[src/sv/pwbd_pkg.sv]
// ----------------------------------------------------------------------------
// pwbd_pkg
// Shared types and constants for the pulse width bit decoder.
// ----------------------------------------------------------------------------
package pwbd_pkg;

    localparam int unsigned BYTE_W = 8;
    localparam int unsigned CFG_W  = 24;
    localparam int unsigned BIT_CNT_W = 3;

    localparam logic [CFG_W-1:0] TIMEOUT_RESET = 24'd500000;

    localparam logic STATUS_BYTE    = 1'b0;
    localparam logic STATUS_TIMEOUT = 1'b1;

    typedef enum logic [1:0]
    {
        PH_IDLE,
        PH_HIGH,
        PH_LOW
    } phase_t;

    typedef struct packed
    {
        logic              valid;
        logic [BYTE_W-1:0] data_byte;
        logic              status;
    } result_t;

endpackage

[src/sv/pwbd_decode.sv]
// ----------------------------------------------------------------------------
// pwbd_decode
// Edge timing and bit decision state; one line sample per step, at most one
// result (byte complete or timeout) per step.
// ----------------------------------------------------------------------------
module pwbd_decode #(
    parameter int unsigned TIMER_WIDTH = 24
) (
    input  logic                                clk,
    input  logic                                rst_n,
    input  logic                                step,
    input  logic                                level,
    input  logic [pwbd_pkg::CFG_W-1:0]          timeout_ticks,
    output pwbd_pkg::result_t                   result
);
    import pwbd_pkg::*;

    localparam int unsigned CMP_W = (TIMER_WIDTH > CFG_W) ? TIMER_WIDTH : CFG_W;
    localparam logic [TIMER_WIDTH-1:0] TIMER_MAX = {TIMER_WIDTH{1'b1}};
    localparam logic [TIMER_WIDTH-1:0] TIMER_ONE = TIMER_WIDTH'(1);

    phase_t                  phase_reg, phase_next;
    logic                    prev_reg, prev_next;
    logic [BIT_CNT_W-1:0]    bits_reg, bits_next;
    logic [TIMER_WIDTH-1:0]  high_reg, high_next;
    logic [TIMER_WIDTH-1:0]  edge_reg, edge_next;
    logic [TIMER_WIDTH-1:0]  since_reg, since_next;
    logic [BYTE_W-1:0]       shift_reg, shift_next;

    logic                    rise;
    logic                    fall;
    logic                    bit_val;
    logic [BYTE_W-1:0]       shifted;
    logic [TIMER_WIDTH-1:0]  edge_inc;
    logic [TIMER_WIDTH-1:0]  since_inc;
    logic                    expired;
    logic                    byte_done;

    assign rise      = level & ~prev_reg;
    assign fall      = ~level & prev_reg;
    assign bit_val   = ~(edge_reg > high_reg);
    assign shifted   = {bit_val, shift_reg[BYTE_W-1:1]};
    assign edge_inc  = (edge_reg == TIMER_MAX) ? edge_reg : edge_reg + TIMER_ONE;
    assign since_inc = (since_reg == TIMER_MAX) ? since_reg : since_reg + TIMER_ONE;
    assign expired   = CMP_W'(since_inc) > CMP_W'(timeout_ticks);
    assign byte_done = (bits_reg == {BIT_CNT_W{1'b1}});

    // next state
    always_comb
    begin
        phase_next = phase_reg;
        if (step)
        begin
            unique case (phase_reg)
                PH_IDLE:
                begin
                    if (rise)
                        phase_next = PH_HIGH;
                end
                PH_HIGH, PH_LOW:
                begin
                    if (rise)
                        phase_next = PH_HIGH;
                    else if (expired)
                        phase_next = PH_IDLE;
                    else if (phase_reg == PH_HIGH && fall)
                        phase_next = PH_LOW;
                end
                default:
                    phase_next = PH_IDLE;
            endcase
        end
    end

    // counters, shift register and result
    always_comb
    begin
        prev_next  = prev_reg;
        bits_next  = bits_reg;
        high_next  = high_reg;
        edge_next  = edge_reg;
        since_next = since_reg;
        shift_next = shift_reg;
        result     = '{valid: 1'b0, data_byte: '0, status: STATUS_BYTE};
        if (step)
        begin
            prev_next = level;
            unique case (phase_reg)
                PH_IDLE:
                begin
                    if (rise)
                    begin
                        edge_next  = TIMER_ONE;
                        since_next = '0;
                    end
                end
                PH_HIGH, PH_LOW:
                begin
                    if (rise)
                    begin
                        edge_next  = TIMER_ONE;
                        since_next = '0;
                        if (byte_done)
                        begin
                            result     = '{valid: 1'b1, data_byte: shifted,
                                           status: STATUS_BYTE};
                            bits_next  = '0;
                            shift_next = '0;
                        end
                        else
                        begin
                            bits_next  = bits_reg + BIT_CNT_W'(1);
                            shift_next = shifted;
                        end
                    end
                    else if (expired)
                    begin
                        result     = '{valid: 1'b1, data_byte: '0,
                                       status: STATUS_TIMEOUT};
                        bits_next  = '0;
                        high_next  = '0;
                        edge_next  = '0;
                        since_next = '0;
                        shift_next = '0;
                    end
                    else
                    begin
                        since_next = since_inc;
                        if (phase_reg == PH_HIGH && fall)
                        begin
                            high_next = edge_reg;
                            edge_next = TIMER_ONE;
                        end
                        else
                            edge_next = edge_inc;
                    end
                end
                default:
                begin
                    bits_next  = '0;
                    shift_next = '0;
                end
            endcase
        end
    end

    always_ff @(posedge clk or negedge rst_n)
    begin
        if (!rst_n)
        begin
            phase_reg <= PH_IDLE;
            prev_reg  <= 1'b0;
            bits_reg  <= '0;
            high_reg  <= '0;
            edge_reg  <= '0;
            since_reg <= '0;
            shift_reg <= '0;
        end
        else
        begin
            phase_reg <= phase_next;
            prev_reg  <= prev_next;
            bits_reg  <= bits_next;
            high_reg  <= high_next;
            edge_reg  <= edge_next;
            since_reg <= since_next;
            shift_reg <= shift_next;
        end
    end

`ifndef SYNTH
    a_idle_clear: assert property (@(posedge clk) disable iff (!rst_n)
        phase_reg == PH_IDLE |-> (bits_reg == '0 && since_reg == '0 && shift_reg == '0))
        else $error("idle with live reception state");

    a_timeout_zero: assert property (@(posedge clk) disable iff (!rst_n)
        (result.valid && result.status == STATUS_TIMEOUT) |=> phase_reg == PH_IDLE)
        else $error("timeout did not return to idle");
`endif

endmodule

[src/sv/pwbd_out_buf.sv]
// ----------------------------------------------------------------------------
// pwbd_out_buf
// Output register for decoded results on the master stream side.
// ----------------------------------------------------------------------------
module pwbd_out_buf (
    input  logic                          clk,
    input  logic                          rst_n,
    input  pwbd_pkg::result_t             result,
    output logic                          advance,
    output logic                          m_tvalid,
    input  logic                          m_tready,
    output logic [pwbd_pkg::BYTE_W-1:0]   m_tdata,
    output logic [0:0]                    m_tuser
);
    import pwbd_pkg::*;

    logic              valid_reg, valid_next;
    logic [BYTE_W-1:0] byte_reg;
    logic              status_reg;

    assign advance = ~valid_reg | m_tready;

    always_comb
    begin
        valid_next = valid_reg;
        if (result.valid)
            valid_next = 1'b1;
        else if (m_tready)
            valid_next = 1'b0;
    end

    always_ff @(posedge clk or negedge rst_n)
    begin
        if (!rst_n)
            valid_reg <= 1'b0;
        else
            valid_reg <= valid_next;
    end

    always_ff @(posedge clk)
    begin
        if (result.valid)
        begin
            byte_reg   <= result.data_byte;
            status_reg <= result.status;
        end
    end

    assign m_tvalid   = valid_reg;
    assign m_tdata    = byte_reg;
    assign m_tuser[0] = status_reg;

`ifndef SYNTH
    a_no_overwrite: assert property (@(posedge clk) disable iff (!rst_n)
        !(result.valid && valid_reg && !m_tready))
        else $error("result overwrote an untaken transfer");
`endif

endmodule

[src/sv/pulse_width_bit_decoder.sv]
// path: input register, then decode, then the output register that drives m_tvalid
// throughput: one sample per cycle unless the output stalls; input register and decode step together
// output register stalls the input side only while a result waits and m_tready is low
// reset: rst_n asynchronous, clears decoder to idle and timeout_ticks to 500000
// ----------------------------------------------------------------------------
// pulse_width_bit_decoder
// Decodes pulse width coded bits from a sampled line into bytes, with timeout.
// ----------------------------------------------------------------------------
module pulse_width_bit_decoder #(
    parameter int unsigned TIMER_WIDTH = 24
) (
    input  logic                          clk,
    input  logic                          rst_n,
    input  logic                          s_tvalid,
    output logic                          s_tready,
    input  logic [7:0]                    s_tdata,   // [0] rx_level, [7:1] zero
    output logic                          m_tvalid,
    input  logic                          m_tready,
    output logic [pwbd_pkg::BYTE_W-1:0]   m_tdata,   // [7:0] data_byte
    output logic [0:0]                    m_tuser,   // [0] status
    input  logic                          cfg_valid,
    output logic                          cfg_ready,
    input  logic [pwbd_pkg::CFG_W-1:0]    cfg_data   // [23:0] timeout_ticks
);
    import pwbd_pkg::*;

    logic             in_valid_reg, in_valid_next;
    logic             in_level_reg;
    logic [CFG_W-1:0] timeout_reg;
    logic             advance;
    logic             step;
    result_t          result;

    assign step      = in_valid_reg & advance;
    assign s_tready  = ~in_valid_reg | advance;
    assign cfg_ready = 1'b1;

    always_comb
    begin
        in_valid_next = in_valid_reg;
        if (s_tready)
            in_valid_next = s_tvalid;
    end

    always_ff @(posedge clk or negedge rst_n)
    begin
        if (!rst_n)
        begin
            in_valid_reg <= 1'b0;
            timeout_reg  <= TIMEOUT_RESET;
        end
        else
        begin
            in_valid_reg <= in_valid_next;
            if (cfg_valid)
                timeout_reg <= cfg_data;
        end
    end

    always_ff @(posedge clk)
    begin
        if (s_tready && s_tvalid)
            in_level_reg <= s_tdata[0];
    end

    pwbd_decode #(
        .TIMER_WIDTH (TIMER_WIDTH)
    ) u_decode (
        .clk           (clk),
        .rst_n         (rst_n),
        .step          (step),
        .level         (in_level_reg),
        .timeout_ticks (timeout_reg),
        .result        (result)
    );

    pwbd_out_buf u_out_buf (
        .clk      (clk),
        .rst_n    (rst_n),
        .result   (result),
        .advance  (advance),
        .m_tvalid (m_tvalid),
        .m_tready (m_tready),
        .m_tdata  (m_tdata),
        .m_tuser  (m_tuser)
    );

`ifndef SYNTH
    a_stall_holds: assert property (@(posedge clk) disable iff (!rst_n)
        !s_tready |-> (in_valid_reg && m_tvalid && !m_tready))
        else $error("input stalled without a waiting result");
`endif

endmodule

[config.mk]
export PLATFORM = sky130hd
export DESIGN_NAME = pulse_width_bit_decoder
export DESIGN_NICKNAME = d
export VERILOG_FILES = /design/src/sv/pwbd_pkg.sv /design/src/sv/pwbd_decode.sv /design/src/sv/pwbd_out_buf.sv /design/src/sv/pulse_width_bit_decoder.sv
export SDC_FILE = /design/constraint.sdc
export NUM_CORES = 1
export LEC_CHECK = 0
export BUFFER_PORTS_ARGS = -buffer_cell sky130_fd_sc_hd__buf_4
export CAP_MARGIN = 5
export CORE_MARGIN = 2
export CORE_UTILIZATION = 60
export DETAILED_ROUTE_END_ITERATION = 8
export HOLD_SLACK_MARGIN = 0.02
export PLACE_DENSITY = 0.8
export REMOVE_ABC_BUFFERS = 1
export SETUP_SLACK_MARGIN = 0.5
export SLEW_MARGIN = 40
export SYNTH_ARGS = -nofsm -noshare
export SYNTH_HDL_FRONTEND = slang
export SYNTH_SLANG_ARGS = --single-unit
[constraint.sdc]
create_clock -name clk -period 4.1 [get_ports clk]
set_input_delay 0.82 -clock clk [delete_from_list [all_inputs] [get_ports clk]]
set_output_delay 0.82 -clock clk [all_outputs]
set_load 0.02 [all_outputs]
* Word-level counts from Yosys, hierarchy flattened *
Index checks and enable logic that the tools add are counted.

word-level totals
  bits in registers = 122
  bits of input ports = 37
  logic and storage cells = 85

operators by class
  $add $sub $neg = 3
  magnitude comparators = 2
  equality and inequality tests = 9
  mux-type cells = 33
  bitwise gates (word level) = 12
  reduce and logical (&&, ||, !) cells = 13

operators with widths
  kind                                                    count
  2-to-1 mux 24 bit                                       11
  case mux 24 bit (2 select lines)                        2
  2-to-1 mux 10 bit                                       5
  adder 24 x 1 -> 24 bit (second input constant)          2
  == test 24 bit (second input constant)                  2
  > comparator 24 bit                                     2
  2-to-1 mux 8 bit                                        3
  case mux 8 bit (2 select lines)                         1
  2-to-1 mux 3 bit                                        3
  AND reduction 3 bit                                     3
  2-to-1 mux 2 bit                                        4
  AND reduction 4 bit                                     2
  NOT 1 bit                                               7
  case mux 3 bit (2 select lines)                         1
  nonzero test 2 bit                                      3
  inequality test 5 x 3 -> 1 bit (second input constant)  1
  inequality test 4 x 1 -> 1 bit (second input constant)  1
  case mux 2 bit (2 select lines)                         1
  adder 3 x 1 -> 3 bit (second input constant)            1
  bitwise AND 1 bit                                       3
  == test 3 bit (second input constant)                   1
  inequality test 3 x 1 -> 1 bit (second input constant)  1
  == test 2 x 1 -> 1 bit (second input constant)          1
  == test 2 bit (second input constant)                   1
  other kinds (7)                                         10

* Logic depth before layout (Yosys ltp) *
  depth in word-level cells = 8
  gate-level depth with buffers = 17
  gate-level depth less buffers = 15

* Cells and area by module *
From an unflattened synthesis, not the netlist that was laid out.

unflattened totals
  cell total of the unflattened synthesis = 742
  area, all modules = 7313.3 um^2

by module, submodules not included
  module                   instances  cells each  area each (um^2)
  pwbd_decode              1          671         5898.2
  pulse_width_bit_decoder  1          59          1097.3
  pwbd_out_buf             1          12          317.8

* Least setup slack after synthesis *
OpenSTA, ideal clock, no wires.

  path type = flip-flop to flip-flop
  from = reg u_decode.since_reg[11]
  to = reg u_decode.edge_reg[4]
  setup time = 0.069 ns
  arrival = 3.669 ns
  required time = 4.031 ns
  slack = 0.361 ns
  stages on the path, launching flop included = 17
  path buffers = 2
  period minus slack after synthesis = 3.739 ns
  cells stage by stage = dfrtp_1 buf_2 and4_1 nand3_1 o311ai_2 nor2_1 nand3_1 xnor2_1 ha_1 nand4_2 nor4_2 and2_1 buf_4 a21oi_2 or3_1 or4_1 nand3_1

on the way
  longest elaborated chain between the ends = 6

ends and longest elaborated chain
  item                                                      line                RTL
  start, declared                                           pwbd_decode.sv:27   logic [TIMER_WIDTH-1:0] since_reg, since_next;
  start signal, assigned                                    pwbd_decode.sv:166  since_reg <= since_next;
  adder 24 x 1 -> 24 bit or == test 24 bit (tied branches)  pwbd_decode.sv:44   assign since_inc = (since_reg == TIMER_MAX) ? since_reg : since_reg + TIMER_ONE;
  2-to-1 mux 24 bit *                                       pwbd_decode.sv:44
  > comparator 24 bit *                                     pwbd_decode.sv:45   assign expired = CMP_W'(since_inc) > CMP_W'(timeout_ticks);
  2-to-1 mux 24 bit                                         pwbd_decode.sv:116  else if (expired)
  2-to-1 mux 24 bit                                         pwbd_decode.sv:99   if (rise)
  case mux 24 bit (2 select lines)                          pwbd_decode.sv:88   unique case (phase_reg)
  end signal, assigned                                      pwbd_decode.sv:165  edge_reg <= edge_next;
  end, declared                                             pwbd_decode.sv:26   logic [TIMER_WIDTH-1:0] edge_reg, edge_next;

Mark *: on every way between the ends. The rest lies on a longest branch, timed or not.
A chain may end at the register's enable or synchronous reset.

* Final worst setup path *
  from = reg u_decode.since_reg[22]
  to = reg u_decode.since_reg[16]

on the way
  longest elaborated chain between the ends = 6

ends and longest elaborated chain
  item                                                      line
  adder 24 x 1 -> 24 bit or == test 24 bit (tied branches)  pwbd_decode.sv:44
  2-to-1 mux 24 bit *                                       pwbd_decode.sv:44
  > comparator 24 bit                                       pwbd_decode.sv:45
  2-to-1 mux 24 bit *                                       pwbd_decode.sv:116
  2-to-1 mux 24 bit *                                       pwbd_decode.sv:99
  case mux 24 bit (2 select lines) *                        pwbd_decode.sv:88

Marks and branches as above.

==> PnR_summary.wiki <==
{| class="wikitable"
! Metric !! Value
|-
| Timing-limited maximum frequency || 0.244 GHz
|-
| Share of Yosys cell area claimed by the top area cell type || 37.6%
|-
| Placed instance count || 915
|-
| Reg2reg path depth || 16
|-
| Category of the worst setup path capture point || flop
|-
| Global routing met2 resource utilization || 47.0%
|-
| Dpl hpwl || 10.6 mm
|-
| # diodes || 0
|-
| Routed length per placed instance || 21.2 microns
|-
| Vias per std cell || 6.64
|-
| Count of fill cells added during filler insertion || 597
|-
| Wire length of the first global-routing pass || 29.2 mm
|-
| Initial antenna violation count || 0
|-
| Max-slew violation count || 0
|-
| Power density cells || 455 nW/um^2
|-
| DRT iter0 DRCs || 881
|-
| Run status || completed
|-
| Layer carrying the most global-route usage || met2
|-
| Fraction of registers with async set or reset after synthesis || 91.7%
|-
| Syn Inst Count || 734
|-
| Post-Synthesis Mean Instance Area || 9.43 sq um
|-
| P_leak || 4.16 nW
|-
| Number of standard cells in the final layout excluding fillers || 992
|-
| WHS || 0.400 ns
|-
| Largest clock skew in the final design || 0.00942 ns
|-
| Vias in the first global route || 6079
|-
| Layout cell share with drive strength beyond 1 || 27.6%
|-
| CP Class || reg -> reg
|-
| Post-route fraction of the period consumed by the critical path || 100%
|-
| Leading cell type by number of instances after synthesis || dfrtp_1
|-
| Sequential cell area fraction in the yosys report || 44.6%
|-
| Critical path fanouts, max || 5
|-
| Synth warn || 0
|-
| Total of flip-flops plus latches after synthesis || 121
|-
| Worst ir drop on vdd || 0.000470 V
|-
| Number of top-level pins || 49
|-
| Setup violators final || 0
|-
| Nets || 928
|-
| Library cell occupying the most area in the post-synthesis netlist || dfrtp_1
|-
| Total detailed-routing wirelength || 21.0 mm
|-
| Cell area after layout || 8990 sq um
|-
| Unrepaired setup endpoints after global routing || true
|-
| Total gr overflow || 0
|-
| Count of buffers from port buffering || 40
|-
| Clock latency on the worst-skew pair || 0.44 ns
|-
| Area of the core || 11300 sq um
|-
| Number of buffers created by CTS || 17
|-
| Clock tree root buffer cell || clkbuf_16
|-
| Number of cell rows || 39
|-
| Main synth FF type || dfrtp_1
|-
| Setup ws final || 0.00169 ns
|-
| Setup slack after placement || -0.133 ns
|-
| Initial DRT Pass Iterations || 6
|-
| MaxCap Viol Count || 0
|-
| Placer's final routability congestion estimate || 0.868
|-
| DR vias || 6585
|-
| Pwr Total || 4.09 mW
|-
| Ranking of synthesized cells by instance count || dfrtp_1 (104), nand2_1 (94), inv_1 (57), ha_1 (55), nand3_1 (55)
|-
| Clock net sink count || 121
|-
| Nature of the critical path startpoint || flop
|-
| EDFF count, synth || 10
|-
| Largest buffer count on any clock path || 2
|-
| Clock tree from TritonCTS || built
|-
| Met3 usage || 5.39%
|-
| Post-layout minimum cycle time || 4.10 ns
|-
| Required time at the worst-slack endpoint || 4.40 ns
|-
| Area of placed instances || 7490 sq um
|-
| Horizontal die dimension || 111 microns
|-
| Met1 usage in global routing || 38.3%
|-
| Setup TNS || 0 ns
|-
| Die outline height || 111 microns
|-
| Worst-Margin Slew || 0.705 ns
|-
| DRC violations left || 0
|-
| Initial Utilization || 61.1%
|-
| Arrival time worst endpoint || 4.40 ns
|-
| Pin count of the biggest net entering global routing || 71
|-
| Remaining number of nets flagged by the antenna check after routing || 0
|-
| Clock slew at reported path FFs || 0.06 ns
|-
| Utilization after layout || 79.4%
|-
| Yosys cell types || 64
|-
| Level count of the clock H-tree || 4
|-
| Area overhead of the layout relative to synthesis || 29.9%
|-
| Count of hold-fix buffers inserted at cts || 0
|-
| DIE AREA || 12400 sq um
|-
| Top cells by area in the synthesized netlist || dfrtp_1 (38%), ha_1 (9.9%), nand2_1 (5.1%), edfxtp_1 (4.3%), nand3_1 (4.0%)
|-
| Max transition margin || 52.6%
|-
| Final Hold Viols || 0
|-
| Overall fraction of global-route tracks in use || 28.9%
|-
| Kind of path behind the tightest hold check || in -> async
|-
| Synthesized area || 6920 sq um
|}
[final timing paths]
path,startpoint,end,slack [ns]
max,u_decode.since_reg[22],u_decode.since_reg[16],0.002
min in group clk,u_decode.shift_reg[1],u_decode.shift_reg[1],0.49
max reg2reg,u_decode.since_reg[22],u_decode.since_reg[16],0.002
min,rst_n,timeout_reg[23],0.40
max in group asynchronous,rst_n,u_decode.edge_reg[6],2.94
min reg2reg,u_decode.shift_reg[1],u_decode.shift_reg[1],0.49
[power by group]
part | total (mW) | leakage, nW | internal [mW] | switching [mW]
clock network | 1.59 | 0.289 | 1.01 | 0.581
logic | 1.12 | 2.29 | 0.418 | 0.705
registers | 1.37 | 1.59 | 1.29 | 0.0800
total | 4.09 | 4.16 | 2.72 | 1.37
[logic make-up after synthesis]
family | after synthesis | share of synthesized area [%]
compound gates | 166 | 16.7
xor+xnor | 16 | 2.02
fa+ha+maj | 55 | 9.94
buf+inv | 84 | 4.77
flops | 121 | 44.6
mux | 4 | 0.651
other cells | 1 | 0.0542
simple gates | 287 | 21.3
[layout by cell type, fill, tap and decap left out, types with 6 or more instances in the layout]
master / count
o31ai_1: 7
buf_6: 12
a31o_4: 6
and3_1: 9
xnor2_1: 7
clkbuf_16: 17
nor2_1: 26
o21ai_1: 14
a21oi_1: 18
nand4_1: 24
a22o_1: 25
ha_1: 52
nor2b_1: 11
edfxtp_1: 10
o31ai_2: 14
o21ai_0: 38
and3_4: 7
nand3_1: 52
and2_1: 14
inv_1: 56
buf_4: 97
nand2_1: 91
dfrtp_1: 103
dfstp_2: 7
[critical path, stage by stage, from the launching register on]
cell	delay [ns]
dfrtp_1	0.40
buf_4	0.16
and4_1	0.20
and2_1	0.22
a21oi_4	0.21
buf_4	0.14
nand2_1	0.12
xnor2_2	0.23
ha_1	0.32
nand4_1	0.22
nor4_4	0.40
and2_4	0.28
a211oi_4	0.06
buf_4	0.16
nor3_4	0.30
nand2_2	0.18
o31ai_1	0.35
[repair_timing]
action / in CTS / in global routing
resized for setup: 38 / 79
endpoints found under the setup margin: 95 / 94
setup buffers: 23 / 19
cloned: 0 / 3
pin swaps: 19 / 36
[routing by layer]
metal	vias up	part of all wire [%]
li1	2850	-
met4	0	5.1
met3	124	8.3
met1	3182	39
met5	-	0
met2	429	48
[area by class of cell]
| class | instances | area (sq um) | area share, % |
|---|---|---|---|
| clock buffers | 19 | 433 | 4.81 |
| flip-flops and latches | 121 | 3090 | 34.3 |
| well taps | 143 | 179 | 1.99 |
| multi-input cells | 529 | 4020 | 44.6 |
| clock inverters | 13 | 179 | 1.99 |
| inverters | 57 | 216 | 2.41 |
| repair buffers | 110 | 883 | 9.82 |
(Power assumes the default switching activity.)
